File: src/rtl/core/pfit_pkg.sv
package pfit_pkg;

  localparam int JobSlotsDef    = 8;
  localparam int MaxDlc         = 8;
  localparam int QueueDepth     = 2;
  localparam logic [15:0] MinIntervalRst = 16'd10;

  typedef enum logic [1:0] {
    ACT_SET       = 2'd0,
    ACT_CLEAR     = 2'd1,
    ACT_CLEAR_ALL = 2'd2,
    ACT_TICK      = 2'd3
  } action_e;

  typedef enum logic [1:0] {
    KIND_SET       = 2'd0,
    KIND_CLEAR     = 2'd1,
    KIND_TX        = 2'd2,
    KIND_TICK_DONE = 2'd3
  } kind_e;

  // Command after clamping, as it travels from front to back.
  typedef struct packed {
    action_e      action;
    logic [28:0]  id;
    logic         ext;
    logic [3:0]   len;
    logic [63:0]  data;
    logic [31:0]  interval;
    logic [31:0]  rpt;
    logic [31:0]  now;
  } cmd_t;

  typedef struct packed {
    kind_e        kind;
    logic         acc;
    logic [28:0]  id;
    logic         ext;
    logic [3:0]   len;
    logic [63:0]  data;
    logic [3:0]   cnt;
    logic         last;
  } res_t;

endpackage

File: src/rtl/core/pfit_if.sv
interface pfit_in_if;
  logic               valid;
  logic               ready;
  logic [1:0]         action;
  logic [28:0]        frame_id;
  logic               extended_flag;
  logic [3:0]         length_code;
  logic [63:0]        payload;
  logic [31:0]        period_ms;
  logic signed [31:0] repeat_count;
  logic [31:0]        now_ms;

  modport source (output valid, action, frame_id, extended_flag, length_code, payload,
                  period_ms, repeat_count, now_ms, input ready);
  modport sink (input valid, action, frame_id, extended_flag, length_code, payload,
                period_ms, repeat_count, now_ms, output ready);
endinterface

interface pfit_out_if;
  logic        valid;
  logic        ready;
  logic [1:0]  result_kind;
  logic        accepted;
  logic [28:0] tx_id;
  logic        tx_extended;
  logic [3:0]  tx_length;
  logic [63:0] tx_payload;
  logic [3:0]  active_jobs;
  logic        last_of_run;

  modport source (output valid, result_kind, accepted, tx_id, tx_extended, tx_length,
                  tx_payload, active_jobs, last_of_run, input ready);
  modport sink (input valid, result_kind, accepted, tx_id, tx_extended, tx_length,
                tx_payload, active_jobs, last_of_run, output ready);
endinterface

interface pfit_cfg_if;
  logic        valid;
  logic        ready;
  logic [15:0] data;

  modport source (output valid, data, input ready);
  modport sink (input valid, data, output ready);
endinterface

File: src/rtl/core/pfit_front.sv
module pfit_front (
  input  logic          clk_i,
  input  logic          rst_ni,
  pfit_in_if.sink       in_i,
  pfit_cfg_if.sink      cfg_i,
  output logic          push_valid_o,
  output pfit_pkg::cmd_t push_cmd_o,
  input  logic          push_ready_i
);

  logic [15:0] min_iv_q;
  logic [3:0]  len_c;
  logic [31:0] iv_c;
  logic [63:0] data_c;

  always_ff @(posedge clk_i or negedge rst_ni) begin
    if (!rst_ni) begin
      min_iv_q <= pfit_pkg::MinIntervalRst;
    end else if (cfg_i.valid) begin
      min_iv_q <= cfg_i.data;
    end
  end

  assign cfg_i.ready = 1'b1;

  always_comb begin
    len_c = (in_i.length_code > 4'(pfit_pkg::MaxDlc)) ? 4'(pfit_pkg::MaxDlc)
                                                      : in_i.length_code;
    iv_c  = (in_i.period_ms < {16'd0, min_iv_q}) ? {16'd0, min_iv_q} : in_i.period_ms;
    // bytes at and past the length go to zero
    for (int b = 0; b < 8; b++) begin
      data_c[8*b +: 8] = (4'(b) < len_c) ? in_i.payload[8*b +: 8] : 8'd0;
    end
  end

  assign push_valid_o        = in_i.valid;
  assign in_i.ready          = push_ready_i;
  assign push_cmd_o.action   = pfit_pkg::action_e'(in_i.action);
  assign push_cmd_o.id       = in_i.frame_id;
  assign push_cmd_o.ext      = in_i.extended_flag;
  assign push_cmd_o.len      = len_c;
  assign push_cmd_o.data     = data_c;
  assign push_cmd_o.interval = iv_c;
  assign push_cmd_o.rpt      = in_i.repeat_count;
  assign push_cmd_o.now      = in_i.now_ms;

endmodule

File: src/rtl/core/pfit_queue.sv
module pfit_queue (
  input  logic           clk_i,
  input  logic           rst_ni,
  input  logic           push_valid_i,
  input  pfit_pkg::cmd_t push_cmd_i,
  output logic           push_ready_o,
  output logic           pop_valid_o,
  output pfit_pkg::cmd_t pop_cmd_o,
  input  logic           pop_ready_i
);

  localparam int Depth = pfit_pkg::QueueDepth;
  localparam int PW    = (Depth > 1) ? $clog2(Depth) : 1;
  localparam int CW    = $clog2(Depth + 1);

  pfit_pkg::cmd_t mem_q [Depth];
  logic [PW-1:0]  wr_ptr_q, rd_ptr_q;
  logic [CW-1:0]  cnt_q;
  logic           push, pop;

  assign push_ready_o = (cnt_q != CW'(Depth));
  assign pop_valid_o  = (cnt_q != '0);
  assign pop_cmd_o    = mem_q[rd_ptr_q];
  assign push         = push_valid_i && push_ready_o;
  assign pop          = pop_ready_i && pop_valid_o;

  always_ff @(posedge clk_i) begin
    if (push) begin
      mem_q[wr_ptr_q] <= push_cmd_i;
    end
  end

  always_ff @(posedge clk_i or negedge rst_ni) begin
    if (!rst_ni) begin
      wr_ptr_q <= '0;
      rd_ptr_q <= '0;
      cnt_q    <= '0;
    end else begin
      if (push) begin
        wr_ptr_q <= (wr_ptr_q == PW'(Depth - 1)) ? '0 : wr_ptr_q + 1'b1;
      end
      if (pop) begin
        rd_ptr_q <= (rd_ptr_q == PW'(Depth - 1)) ? '0 : rd_ptr_q + 1'b1;
      end
      if (push && !pop) begin
        cnt_q <= cnt_q + 1'b1;
      end else if (pop && !push) begin
        cnt_q <= cnt_q - 1'b1;
      end
    end
  end

endmodule

File: src/rtl/core/pfit_back.sv
module pfit_back #(
  parameter int JobSlots = pfit_pkg::JobSlotsDef
) (
  input  logic           clk_i,
  input  logic           rst_ni,
  input  logic           pop_valid_i,
  input  pfit_pkg::cmd_t pop_cmd_i,
  output logic           pop_ready_o,
  pfit_out_if.source     out_o
);

  localparam int IW = (JobSlots > 1) ? $clog2(JobSlots) : 1;
  localparam int CW = $clog2(JobSlots + 1);
  localparam logic [IW-1:0] LastIdx = IW'(JobSlots - 1);

  typedef enum logic [1:0] {ST_IDLE, ST_SCAN, ST_FIN} state_e;

  state_e         state_q;
  logic [IW-1:0]  idx_q, match_idx_q, free_idx_q;
  logic           match_q, free_q;
  logic [CW-1:0]  cnt_q;
  logic [JobSlots-1:0] active_q;
  pfit_pkg::cmd_t cmd_q;
  pfit_pkg::res_t res_q;
  logic           ov_q;

  logic [28:0] s_id   [JobSlots];
  logic        s_ext  [JobSlots];
  logic [3:0]  s_len  [JobSlots];
  logic [63:0] s_data [JobSlots];
  logic [31:0] s_int  [JobSlots];
  logic [31:0] s_last [JobSlots];
  logic [31:0] s_rem  [JobSlots];

  logic          can_load, cur_act, id_hit, due, counting, expire, set_ok, load_res;
  logic [31:0]   elapsed, rem;
  logic [IW-1:0] wr_slot;
  logic [CW-1:0] cnt_dec, cnt_inc;
  pfit_pkg::res_t res_fin;

  assign can_load = !ov_q || out_o.ready;
  assign cur_act  = active_q[idx_q];
  assign id_hit   = (s_id[idx_q] == cmd_q.id);
  assign elapsed  = cmd_q.now - s_last[idx_q];
  // never-sent mark is a stored time of zero
  assign due      = cur_act && ((s_last[idx_q] == 32'd0) || (elapsed >= s_int[idx_q]));
  assign rem      = s_rem[idx_q];
  assign counting = (rem != 32'd0) && !rem[31];
  assign expire   = counting && (rem == 32'd1);
  assign set_ok   = match_q || free_q;
  assign wr_slot  = match_q ? match_idx_q : free_idx_q;
  assign cnt_dec  = cnt_q - CW'(1);
  assign cnt_inc  = cnt_q + CW'(1);
  assign pop_ready_o = (state_q == ST_IDLE);
  // a beat goes into the result register this cycle
  assign load_res = can_load &&
                    ((state_q == ST_FIN) ||
                     (state_q == ST_SCAN && cmd_q.action == pfit_pkg::ACT_TICK && due));

  // closing beat of a command
  always_comb begin
    res_fin = '{kind: pfit_pkg::KIND_CLEAR, acc: 1'b0, id: '0, ext: 1'b0,
                len: '0, data: '0, cnt: 4'(cnt_q), last: 1'b1};
    case (cmd_q.action)
      pfit_pkg::ACT_SET: begin
        res_fin.kind = pfit_pkg::KIND_SET;
        res_fin.acc  = set_ok;
        if (set_ok && !match_q) begin
          res_fin.cnt = 4'(cnt_inc);
        end
      end
      pfit_pkg::ACT_TICK: res_fin.kind = pfit_pkg::KIND_TICK_DONE;
      default: begin
      end
    endcase
  end

  always_ff @(posedge clk_i) begin
    if (state_q == ST_SCAN && cmd_q.action == pfit_pkg::ACT_TICK && due && can_load) begin
      s_last[idx_q] <= (cmd_q.now == 32'd0) ? 32'd1 : cmd_q.now;
      if (counting) begin
        s_rem[idx_q] <= rem - 32'd1;
      end
    end
    if (state_q == ST_FIN && cmd_q.action == pfit_pkg::ACT_SET && set_ok && can_load) begin
      s_id[wr_slot]   <= cmd_q.id;
      s_ext[wr_slot]  <= cmd_q.ext;
      s_len[wr_slot]  <= cmd_q.len;
      s_data[wr_slot] <= cmd_q.data;
      s_int[wr_slot]  <= cmd_q.interval;
      s_last[wr_slot] <= 32'd0;
      s_rem[wr_slot]  <= cmd_q.rpt;
    end
  end

  always_ff @(posedge clk_i or negedge rst_ni) begin
    if (!rst_ni) begin
      state_q     <= ST_IDLE;
      idx_q       <= '0;
      match_idx_q <= '0;
      free_idx_q  <= '0;
      match_q     <= 1'b0;
      free_q      <= 1'b0;
      cnt_q       <= '0;
      active_q    <= '0;
      cmd_q       <= '0;
      res_q       <= '0;
      ov_q        <= 1'b0;
    end else begin
      ov_q <= load_res || (ov_q && !out_o.ready);
      case (state_q)
        ST_IDLE: begin
          if (pop_valid_i) begin
            cmd_q   <= pop_cmd_i;
            idx_q   <= '0;
            match_q <= 1'b0;
            free_q  <= 1'b0;
            if (pop_cmd_i.action == pfit_pkg::ACT_CLEAR_ALL) begin
              active_q <= '0;
              cnt_q    <= '0;
              state_q  <= ST_FIN;
            end else begin
              state_q  <= ST_SCAN;
            end
          end
        end
        ST_SCAN: begin
          if (cmd_q.action != pfit_pkg::ACT_TICK || !due || can_load) begin
            if (idx_q == LastIdx) begin
              state_q <= ST_FIN;
            end else begin
              idx_q <= idx_q + 1'b1;
            end
          end
          case (cmd_q.action)
            pfit_pkg::ACT_SET: begin
              if (cur_act && id_hit && !match_q) begin
                match_q     <= 1'b1;
                match_idx_q <= idx_q;
              end
              if (!cur_act && !free_q) begin
                free_q     <= 1'b1;
                free_idx_q <= idx_q;
              end
            end
            pfit_pkg::ACT_CLEAR: begin
              if (cur_act && id_hit) begin
                active_q[idx_q] <= 1'b0;
                cnt_q           <= cnt_dec;
              end
            end
            pfit_pkg::ACT_TICK: begin
              if (due && can_load) begin
                res_q <= '{kind: pfit_pkg::KIND_TX, acc: 1'b0, id: s_id[idx_q],
                           ext: s_ext[idx_q], len: s_len[idx_q], data: s_data[idx_q],
                           cnt: 4'(expire ? cnt_dec : cnt_q), last: 1'b0};
                if (expire) begin
                  active_q[idx_q] <= 1'b0;
                  cnt_q           <= cnt_dec;
                end
              end
            end
            default: begin
            end
          endcase
        end
        ST_FIN: begin
          if (can_load) begin
            state_q <= ST_IDLE;
            res_q   <= res_fin;
            if (cmd_q.action == pfit_pkg::ACT_SET && set_ok && !match_q) begin
              active_q[wr_slot] <= 1'b1;
              cnt_q             <= cnt_inc;
            end
          end
        end
        default: state_q <= ST_IDLE;
      endcase
    end
  end

  assign out_o.valid       = ov_q;
  assign out_o.result_kind = res_q.kind;
  assign out_o.accepted    = res_q.acc;
  assign out_o.tx_id       = res_q.id;
  assign out_o.tx_extended = res_q.ext;
  assign out_o.tx_length   = res_q.len;
  assign out_o.tx_payload  = res_q.data;
  assign out_o.active_jobs = res_q.cnt;
  assign out_o.last_of_run = res_q.last;

endmodule

File: src/rtl/core/periodic_frame_injection_table_top.sv
// Periodic CAN transmit job table.
// in_i carries commands: set job, clear by identifier, clear all, and the
// millisecond tick. out_o returns result beats: one set or clear response per
// command; per tick one frame beat for every due job in slot order, then a
// tick-finished beat. last_of_run marks the final beat of each command.
// cfg_i writes the minimum repeat interval; it is always ready. The user must
// see that it is written only while the table is idle; the block itself does
// not enforce this. A front stage clamps length and interval and masks the
// payload into a two-entry command queue; the back end walks the slots, one
// per cycle while out_o does not stall it, from the idle state through the
// scan to the closing state, which loads the closing beat; a clear all goes
// straight from idle to the closing state. The frame beat of a due slot goes
// into the result register as the scan reaches that slot.
// A new command is taken into the queue while the back end works.
// A stalled out_o holds the result register; the slot walk stops at the next
// beat it must load, the queue fills and then in_i.ready drops.
// Reset empties the queue, deactivates every slot and sets the minimum
// interval to 10. Slot contents are not reset.
module periodic_frame_injection_table_top #(
  parameter int JOB_SLOTS = pfit_pkg::JobSlotsDef
) (
  input  logic       clk_i,
  input  logic       rst_ni,
  pfit_in_if.sink    in_i,
  pfit_cfg_if.sink   cfg_i,
  pfit_out_if.source out_o
);

  logic           push_valid, push_ready, pop_valid, pop_ready;
  pfit_pkg::cmd_t push_cmd, pop_cmd;

  pfit_front u_front (
    .clk_i, .rst_ni, .in_i, .cfg_i,
    .push_valid_o (push_valid),
    .push_cmd_o   (push_cmd),
    .push_ready_i (push_ready)
  );

  pfit_queue u_queue (
    .clk_i, .rst_ni,
    .push_valid_i (push_valid),
    .push_cmd_i   (push_cmd),
    .push_ready_o (push_ready),
    .pop_valid_o  (pop_valid),
    .pop_cmd_o    (pop_cmd),
    .pop_ready_i  (pop_ready)
  );

  pfit_back #(.JobSlots(JOB_SLOTS)) u_back (
    .clk_i, .rst_ni,
    .pop_valid_i (pop_valid),
    .pop_cmd_i   (pop_cmd),
    .pop_ready_o (pop_ready),
    .out_o
  );

endmodule

File: src/flat_wrapper.sv
// flat-port wrapper written by rule: the top's interface ports become plain ports
module periodic_frame_injection_table_top_flat 
#(
  parameter int JOB_SLOTS = pfit_pkg::JobSlotsDef
)
  (clk_i, rst_ni, in_i_valid, in_i_action, in_i_frame_id, in_i_extended_flag, in_i_length_code, in_i_payload, in_i_period_ms, in_i_repeat_count, in_i_now_ms, in_i_ready, cfg_i_valid, cfg_i_data, cfg_i_ready, out_o_valid, out_o_result_kind, out_o_accepted, out_o_tx_id, out_o_tx_extended, out_o_tx_length, out_o_tx_payload, out_o_active_jobs, out_o_last_of_run, out_o_ready);
  pfit_in_if in_i_i ();
  pfit_cfg_if cfg_i_i ();
  pfit_out_if out_o_i ();
  input  logic clk_i;
  input  logic rst_ni;
  input wire logic [$bits(in_i_i.valid)-1:0] in_i_valid;
  input wire logic [$bits(in_i_i.action)-1:0] in_i_action;
  input wire logic [$bits(in_i_i.frame_id)-1:0] in_i_frame_id;
  input wire logic [$bits(in_i_i.extended_flag)-1:0] in_i_extended_flag;
  input wire logic [$bits(in_i_i.length_code)-1:0] in_i_length_code;
  input wire logic [$bits(in_i_i.payload)-1:0] in_i_payload;
  input wire logic [$bits(in_i_i.period_ms)-1:0] in_i_period_ms;
  input wire logic [$bits(in_i_i.repeat_count)-1:0] in_i_repeat_count;
  input wire logic [$bits(in_i_i.now_ms)-1:0] in_i_now_ms;
  output wire logic [$bits(in_i_i.ready)-1:0] in_i_ready;
  input wire logic [$bits(cfg_i_i.valid)-1:0] cfg_i_valid;
  input wire logic [$bits(cfg_i_i.data)-1:0] cfg_i_data;
  output wire logic [$bits(cfg_i_i.ready)-1:0] cfg_i_ready;
  output wire logic [$bits(out_o_i.valid)-1:0] out_o_valid;
  output wire logic [$bits(out_o_i.result_kind)-1:0] out_o_result_kind;
  output wire logic [$bits(out_o_i.accepted)-1:0] out_o_accepted;
  output wire logic [$bits(out_o_i.tx_id)-1:0] out_o_tx_id;
  output wire logic [$bits(out_o_i.tx_extended)-1:0] out_o_tx_extended;
  output wire logic [$bits(out_o_i.tx_length)-1:0] out_o_tx_length;
  output wire logic [$bits(out_o_i.tx_payload)-1:0] out_o_tx_payload;
  output wire logic [$bits(out_o_i.active_jobs)-1:0] out_o_active_jobs;
  output wire logic [$bits(out_o_i.last_of_run)-1:0] out_o_last_of_run;
  input wire logic [$bits(out_o_i.ready)-1:0] out_o_ready;
  assign in_i_i.valid = in_i_valid;
  assign in_i_i.action = in_i_action;
  assign in_i_i.frame_id = in_i_frame_id;
  assign in_i_i.extended_flag = in_i_extended_flag;
  assign in_i_i.length_code = in_i_length_code;
  assign in_i_i.payload = in_i_payload;
  assign in_i_i.period_ms = in_i_period_ms;
  assign in_i_i.repeat_count = in_i_repeat_count;
  assign in_i_i.now_ms = in_i_now_ms;
  assign in_i_ready = in_i_i.ready;
  assign cfg_i_i.valid = cfg_i_valid;
  assign cfg_i_i.data = cfg_i_data;
  assign cfg_i_ready = cfg_i_i.ready;
  assign out_o_valid = out_o_i.valid;
  assign out_o_result_kind = out_o_i.result_kind;
  assign out_o_accepted = out_o_i.accepted;
  assign out_o_tx_id = out_o_i.tx_id;
  assign out_o_tx_extended = out_o_i.tx_extended;
  assign out_o_tx_length = out_o_i.tx_length;
  assign out_o_tx_payload = out_o_i.tx_payload;
  assign out_o_active_jobs = out_o_i.active_jobs;
  assign out_o_last_of_run = out_o_i.last_of_run;
  assign out_o_i.ready = out_o_ready;
  periodic_frame_injection_table_top #(.JOB_SLOTS(JOB_SLOTS)) u_core (.clk_i(clk_i), .rst_ni(rst_ni), .in_i(in_i_i), .cfg_i(cfg_i_i), .out_o(out_o_i));
endmodule
File: config.mk
export PLATFORM = sky130hd
export DESIGN_NAME = periodic_frame_injection_table_top_flat
export DESIGN_NICKNAME = d
export VERILOG_FILES = /design/src/rtl/core/pfit_pkg.sv /design/src/rtl/core/pfit_if.sv /design/src/rtl/core/pfit_front.sv /design/src/rtl/core/pfit_queue.sv /design/src/rtl/core/pfit_back.sv /design/src/rtl/core/periodic_frame_injection_table_top.sv /design/src/flat_wrapper.sv
export SDC_FILE = /design/constraint.sdc
export NUM_CORES = 2
export LEC_CHECK = 0
export BUFFER_PORTS_ARGS = -buffer_cell sky130_fd_sc_hd__buf_2
export CAP_MARGIN = 15
export CORE_MARGIN = 4
export CORE_UTILIZATION = 30
export CTS_CLUSTER_SIZE = 20
export DETAILED_ROUTE_END_ITERATION = 10
export REMOVE_ABC_BUFFERS = 1
export SLEW_MARGIN = 10
export SYNTH_ARGS = -nofsm -noshare
export SYNTH_HDL_FRONTEND = slang
export SYNTH_HIERARCHICAL = 1
export SYNTH_SLANG_ARGS = --single-unit
File: constraint.sdc
create_clock -name clk_i -period 17 [get_ports clk_i]
set_input_delay 3.4 -clock clk_i [delete_from_list [all_inputs] [get_ports clk_i]]
set_output_delay 3.4 -clock clk_i [all_outputs]
set_load 0.01 [all_outputs]
# After elaboration in Yosys (flattened, before gate mapping)

Memories as Yosys holds them, arrays and structs flattened.
Cells that the tools add are included.

Bits in registers: 348
Bits in writable memories: 1,944
Input bits: 217
Output and inout port bits: 109
Memories: 8

Add/sub/neg operators: 9
Order comparisons: 15
Eq/ne operators: 26
Muxes and demuxes: 80
Bitwise logic cells: 3
Reduce and logical (&&, ||, !) cells: 62

Memory list:

| memory               | words | width | read ports | clocked after memory_dff | wr ports | line             | text |
|---|---|---|---|---|---|---|---|
| u_core.u_back.s_data | 8     | 64    | 1          | 0                        | 1        | pfit_back.sv:30  | `logic [63:0] s_data [JobSlots];` |
| u_core.u_queue.mem_q | 2     | 196   | 1          | 0                        | 1        | pfit_queue.sv:16 | `pfit_pkg::cmd_t mem_q [Depth];` |
| u_core.u_back.s_int  | 8     | 32    | 1          | 0                        | 1        | pfit_back.sv:31  | `logic [31:0] s_int [JobSlots];` |
| u_core.u_back.s_last | 8     | 32    | 1          | 0                        | 1        | pfit_back.sv:32  | `logic [31:0] s_last [JobSlots];` |
| u_core.u_back.s_rem  | 8     | 32    | 1          | 0                        | 1        | pfit_back.sv:33  | `logic [31:0] s_rem [JobSlots];` |
| u_core.u_back.s_id   | 8     | 29    | 1          | 0                        | 1        | pfit_back.sv:27  | `logic [28:0] s_id [JobSlots];` |
| 2 more memories      | -     | -     | -          | -                        | -        | -                |  |

Operator list:

| cell                                                      | count |
|---|---|
| 2-to-1 mux 106 bit                                        | 3 |
| case mux 106 bit (2 select lines)                         | 1 |
| 2-to-1 mux 32 bit                                         | 4 |
| 2-to-1 mux 8 bit                                          | 15 |
| logical NOT 32 bit                                        | 2 |
| OR reduction 32 bit                                       | 2 |
| 2-to-1 mux 4 bit                                          | 10 |
| == test 32 x 1 -> 1 bit, second input constant            | 1 |
| >= comparator 32 bit                                      | 1 |
| less-than comparator 32 x 16 -> 1 bit                     | 1 |
| nonzero test 32 bit                                       | 1 |
| subtractor 32 x 1 -> 32 bit, second input constant        | 1 |
| subtractor 32 bit                                         | 1 |
| == test 29 bit                                            | 1 |
| logical AND 1 bit                                         | 24 |
| case mux 8 bit (3 select lines)                           | 1 |
| 2-to-1 mux 1 bit                                          | 22 |
| AND reduction 4 bit                                       | 5 |
| 2-to-1 mux 3 bit                                          | 6 |
| less-than comparator 3 x 4 -> 1 bit, first input constant | 4 |
| != test 2 x 1 -> 1 bit, second input constant             | 8 |
| case mux 8 bit (2 select lines)                           | 1 |
| 2-to-1 mux 2 bit                                          | 7 |
| != test 2 bit, second input constant                      | 6 |
| 37 further kinds                                          | 67 |

# Longest topological paths before layout

Depth in word-level cells: 10
Depth in mapped cells: 36
Gate-level depth less buffers: 27

# Cells and area by module

Netlist, hierarchy kept.

Modules (own cells, without submodules):

| module     | times used | cells each | area an instance (um^2) | seq. area each (um^2) |
|---|---|---|---|---|
| pfit_back  | 1          | 4,495      | 74,566.5                | 54,812.6 |
| pfit_queue | 1          | 628        | 14,870.5                | 11,871.4 |
| pfit_front | 1          | 321        | 2,526.2                 | 402.9 |

# Least setup slack after synthesis

Ideal clock, no wire load.

Kind: input port to flip-flop
Start point: in in_i_valid
End point: mem u_core/u_queue/mem_q[0][0] (netlist bit) (enable)
Library setup time: 755 ps
Arrival time: 11,702 ps
Data required time: 16,245 ps
Slack: 4,543 ps
Cell stages on the path: 3
Buffers on the path: 1
Path through: buf_4 nand2_1 nor2_1

Cells in the longest elaborated chain, start to end: 3

Ends and longest elaborated chain:

| item                                   | line               | text |
|---|---|---|
| start, declared                        | flat_wrapper.sv:12 | `input wire logic [$bits(in_i_i.valid)-1:0] in_i_valid;` |
| logical AND 1 bit                      | pfit_queue.sv:24   | `assign push = push_valid_i && push_ready_o;` |
| 2-to-1 mux 1 bit                       | pfit_queue.sv:28   | `if (push) begin` |
| 2-to-1 mux 1 bit (implied by the code) | pfit_queue.sv:29   | `mem_q[wr_ptr_q] <= push_cmd_i;` |
| end, declared                          | pfit_queue.sv:16   |  |

No other way between the ends.

# Final worst setup path

Start point: reg u_core.u_back.idx_q[2]
End point: reg u_core.u_back.res_q (netlist bit u_core/u_back/out_o.tx_payload[54])

Cells in the longest elaborated chain, start to end: 8
Elaborated cells on any way between the ends: 16

Ends and longest elaborated chain:

| item                                    | line             | text |
|---|---|---|
| start, declared                         | pfit_back.sv:19  | `logic [IW-1:0] idx_q, match_idx_q, free_idx_q;` |
| start signal, assigned                  | pfit_back.sv:132 | `idx_q <= idx_q + 1'b1;` |
| memory (8 x 32 bit)                     | -                |  |
| subtractor 32 bit                       | pfit_back.sv:44  | `assign elapsed = cmd_q.now - s_last[idx_q];` |
| >= comparator 32 bit                    | pfit_back.sv:46  | `assign due = cur_act && ((s_last[idx_q] == 32'd0) \|\| (elapsed >= s_int[idx_q]));` |
| logical OR 1 bit                        | pfit_back.sv:46  |  |
| logical AND 1 bit                       | pfit_back.sv:46  |  |
| logical AND 1 bit                       | pfit_back.sv:153 | `if (due && can_load) begin` |
| != test 2 x 1 -> 1 bit (no source line) | -                |  |
| AND reduction 4 bit (no source line)    | -                |  |
| end signal, assigned                    | pfit_back.sv:154 | `res_q <= '{kind: pfit_pkg::KIND_TX, acc: 1'b0, id: s_id[idx_q],` |
| end signal, assigned                    | pfit_back.sv:170 | `res_q <= res_fin;` |
| end, declared                           | pfit_back.sv:24  | `pfit_pkg::res_t res_q;` |

Several ways; a longest one is shown, not always the timed one. The select of a mux whose other input is x is not followed.
A chain may end at the register's enable or synchronous reset.

==> impl_metrics.tcl <==
set metrics [dict create \
    grt_usage 0.1575 \
    fin_worst_skew_ps 99.85 \
    synth_compound_area_frac 0.08197 \
    fin_crit_sh 0.5827 \
    cts_sinks 2292 \
    viasPerCell 5.066 \
    period_minus_slack_ps 9906 \
    required_ps 17720 \
    tightest_slew_ps 1113 \
    cp-start-kind "flop" \
    place_hpwl_um 154100 \
    start_util 0.3010 \
    ys_ff_latch 2292 \
    hold_path_class "flop to flop" \
    cts.htree.levels 4 \
    synth_edf_count 1944 \
    ioPinCount 326 \
    synthesis.area_sq_mm 0.09196 \
    fin_tns_setup_ps 0 \
    rsz0062_at_grt "no" \
    max_freq_ghz 0.1010 \
    hold_ws_ps 477.0 \
    grt_max_degree 122 \
    cp_slowest_cell "dfrtp_4" \
    power.density_mw_per_mm2 187.6 \
    cts_root_buf "clkbuf_16" \
    setup_viol 0 \
    drtIter0Drc 4819 \
    nNetsFinal 6008 \
    p_total_mw 19.75 \
    core_area_sq_mm 0.3056 \
    synth_xor_area_frac 0.009238 \
    cts_buffer_depth 4 \
    area_growth_pct 14.51 \
    synth_cell_types 86 \
    clkSlewWorstSetupHoldPaths_ps 70 \
    die_width_um 561.7 \
    drt_wl_total_um 257500 \
    async_reset_ff_frac 0.1518 \
    peakVddDrop_uv 128.2 \
    ys_warn_count 6 \
    rows 203 \
    antenna_found_initial 61 \
    synthAdderAreaFrac 0.01260 \
    syn_inst 5444 \
    cts_resized 0 \
    overflow 0 \
    slowest_delay_ps 820 \
    drive_gt1_frac 0.2440 \
    crit_type "flop to flop" \
    detail-route-antenna-nets 0 \
    die_area_sq_mm 0.3155 \
    routedWlPerCell_um 25.73 \
    gp_congestion 0.8463 \
    cts_tree "done" \
    grt_pass1_vias 50730 \
    portBuffers 324 \
    post-route-drc-count 0 \
    grt_pass1_wl_um 368500 \
    relSlewSlack 0.2499 \
    synthSimpleGateAreaFrac 0.03846 \
    crit_path_max_fanout 83 \
    hold_violations 0 \
    crit_path_end_kind "flop" \
    muxShareOfSynthArea 0.1013 \
    pre_cts_ws_ps 7253 \
    drt-pass1-iter-count 6 \
    route.vias.total 50680 \
    synth_top_family_by_area "multiplexers" \
    die_h_um 561.7 \
    cts_inserted_buffers 233 \
    clock_latency_ps 930 \
    maxSlewViolCount 0 \
    status "completed" \
    avgSynthCellArea_sq_um 16.89 \
    drv_cap 0 \
    synthFlopType "edfxtp_1" \
    p_leak_nw 35.62 \
    cts_hold_buf 0 \
    yosysSeqAreaShare 0.7295 \
    postCtsSetupBuffers 0 \
    cp.arrival_ps 10620 \
    setup_ws_ps 7094 \
    cpMostUsedCell "buf_4" \
]
==> cells in the final DEF (no fill, tap or decap), types with 28 or more instances in the layout <==
cell type,instances
mux2_4,140
dfrtp_1,342
clkinv_2,55
mux2_2,359
edfxtp_1,1944
o21ai_0,134
a21o_1,37
a22o_1,45
a221oi_1,147
nor2_1,112
a22oi_1,220
o21ai_1,32
mux4_2,60
clkbuf_1,39
buf_2,323
mux2i_1,181
buf_4,104
and3_1,28
clkbuf_16,236
nor2b_1,98
xnor2_1,73
o31ai_1,53
nand2_1,261
ha_1,90
inv_1,44
a21oi_1,131
==> registers in the layout, indices dropped and copies added, names as in the netlist, 32 cells and up <==
signal,cells
u_core/u_back/out_o.tx_payload,64
u_core/u_back/s_int,256
u_core/u_back/s_rem,256
u_core/u_back/s_data,512
u_core/u_back/cmd_q,196
u_core/u_back/s_len,32
u_core/u_back/s_last,256
u_core/u_back/s_id,232
u_core/u_queue/mem_q,392
==> synthesized netlist by cell type (21+ instances only) <==
cell	instances	area [sq um]
clkbuf_1	177	664.4
a21oi_1	131	655.6
o21ai_0	134	670.6
nor4_1	25	156.4
buf_6	29	326.6
buf_4	109	818.3
mux2i_1	181	1812
nor2b_1	104	650.6
inv_1	46	172.7
mux2_4	140	2102
a31oi_1	22	137.6
nand2_1	262	983.4
a221o_1	24	240.2
o21ai_1	32	160.2
a21o_1	37	277.8
buf_1	30	112.6
nor3_1	24	120.1
mux2_2	359	4043
a221oi_1	147	1287
a22oi_1	220	1652
a41o_1	23	230.2
ha_1	91	1139
buf_2	69	345.3
dfrtp_1	346	8658
and3_1	32	200.2
a22o_1	45	394.1
edfxtp_1	1944	58380
o22ai_1	25	156.4
o31ai_1	53	397.9
nor2_1	138	518.0
mux4_2	60	1351
xnor2_1	73	639.4
xor2_1	24	210.2
nand3_1	27	135.1
a311oi_1	21	183.9
==> layer usage <==
metal	global-route usage	share of wire
met1	0.2091	0.42
met2	0.2604	0.48
met3	0.03494	0.077
met4	0.04256	0.028
met5	0	0.00086
==> cells by family after synthesis <==
family,Yosys count
mux,741
simple gates,716
xor+xnor,97
fa+ha+maj,92
other cells,1
compound gates,1043
flops,2292
buf+inv,462
==> where the power goes <==
group	switching [mW]	internal (mW)	total, mW	leakage [nW]
clock network	2.17	2.97	5.13	3.74
registers	0.796	7.44	8.23	21.8
logic	3.91	2.48	6.38	10.0
total	6.87	12.9	19.8	35.6
==> metrics by stage <==
step / std cells / util / cell area (sq um)
finish: 10010 / 0.3447 / 105300
global route: 9996 / 0.3446 / 105300
CTS: 9993 / 0.3445 / 105300
detailed placement: 9563 / 0.3194 / 97600
global placement: 9563 / 0.3194 / 97600
floorplan: 5028 / - / 89670
==> critical path: cells and delay by family (launching register included) <==
kind,cells,cell delay [ps]
compound gates,17,4280
xor+xnor,1,150
fa+ha+maj,2,600
buf+inv,4,2540
flops,1,820
simple gates,5,1100
==> final cells by class <==
type / count / area (sq um)
fill: 28820 / 200200
sequential: 2292 / 67100
multi-input combinational: 2690 / 22640
clock buffer: 291 / 6272
tap: 4100 / 5130
timing repair buffer: 436 / 2557
clock inverter: 139 / 1406
inverter: 46 / 176.4
antenna: 11 / 27.53
==> final timing paths <==
check / slack, ps / to / cells past startpoint / startpoint
min in group asynchronous: 2390 / u_core/u_back/out_o.tx_payload[46] / 1 / rst_ni
worst max-delay path: 7090 / u_core/u_back/out_o.tx_payload[54] / 29 / u_core/u_back/idx_q[2]
max in group asynchronous: 11880 / u_core/u_back/cmd_q[18] / 4 / rst_ni
worst min register to register: 480 / u_core/u_back/out_o.tx_id[1] / 2 / u_core/u_back/out_o.tx_id[1]
worst max register to register: 7090 / u_core/u_back/out_o.tx_payload[54] / 29 / u_core/u_back/idx_q[2]
worst min-delay path: 480 / u_core/u_back/out_o.tx_id[1] / 2 / u_core/u_back/out_o.tx_id[1]
No activity file was read; power rests on OpenSTA's default activity.
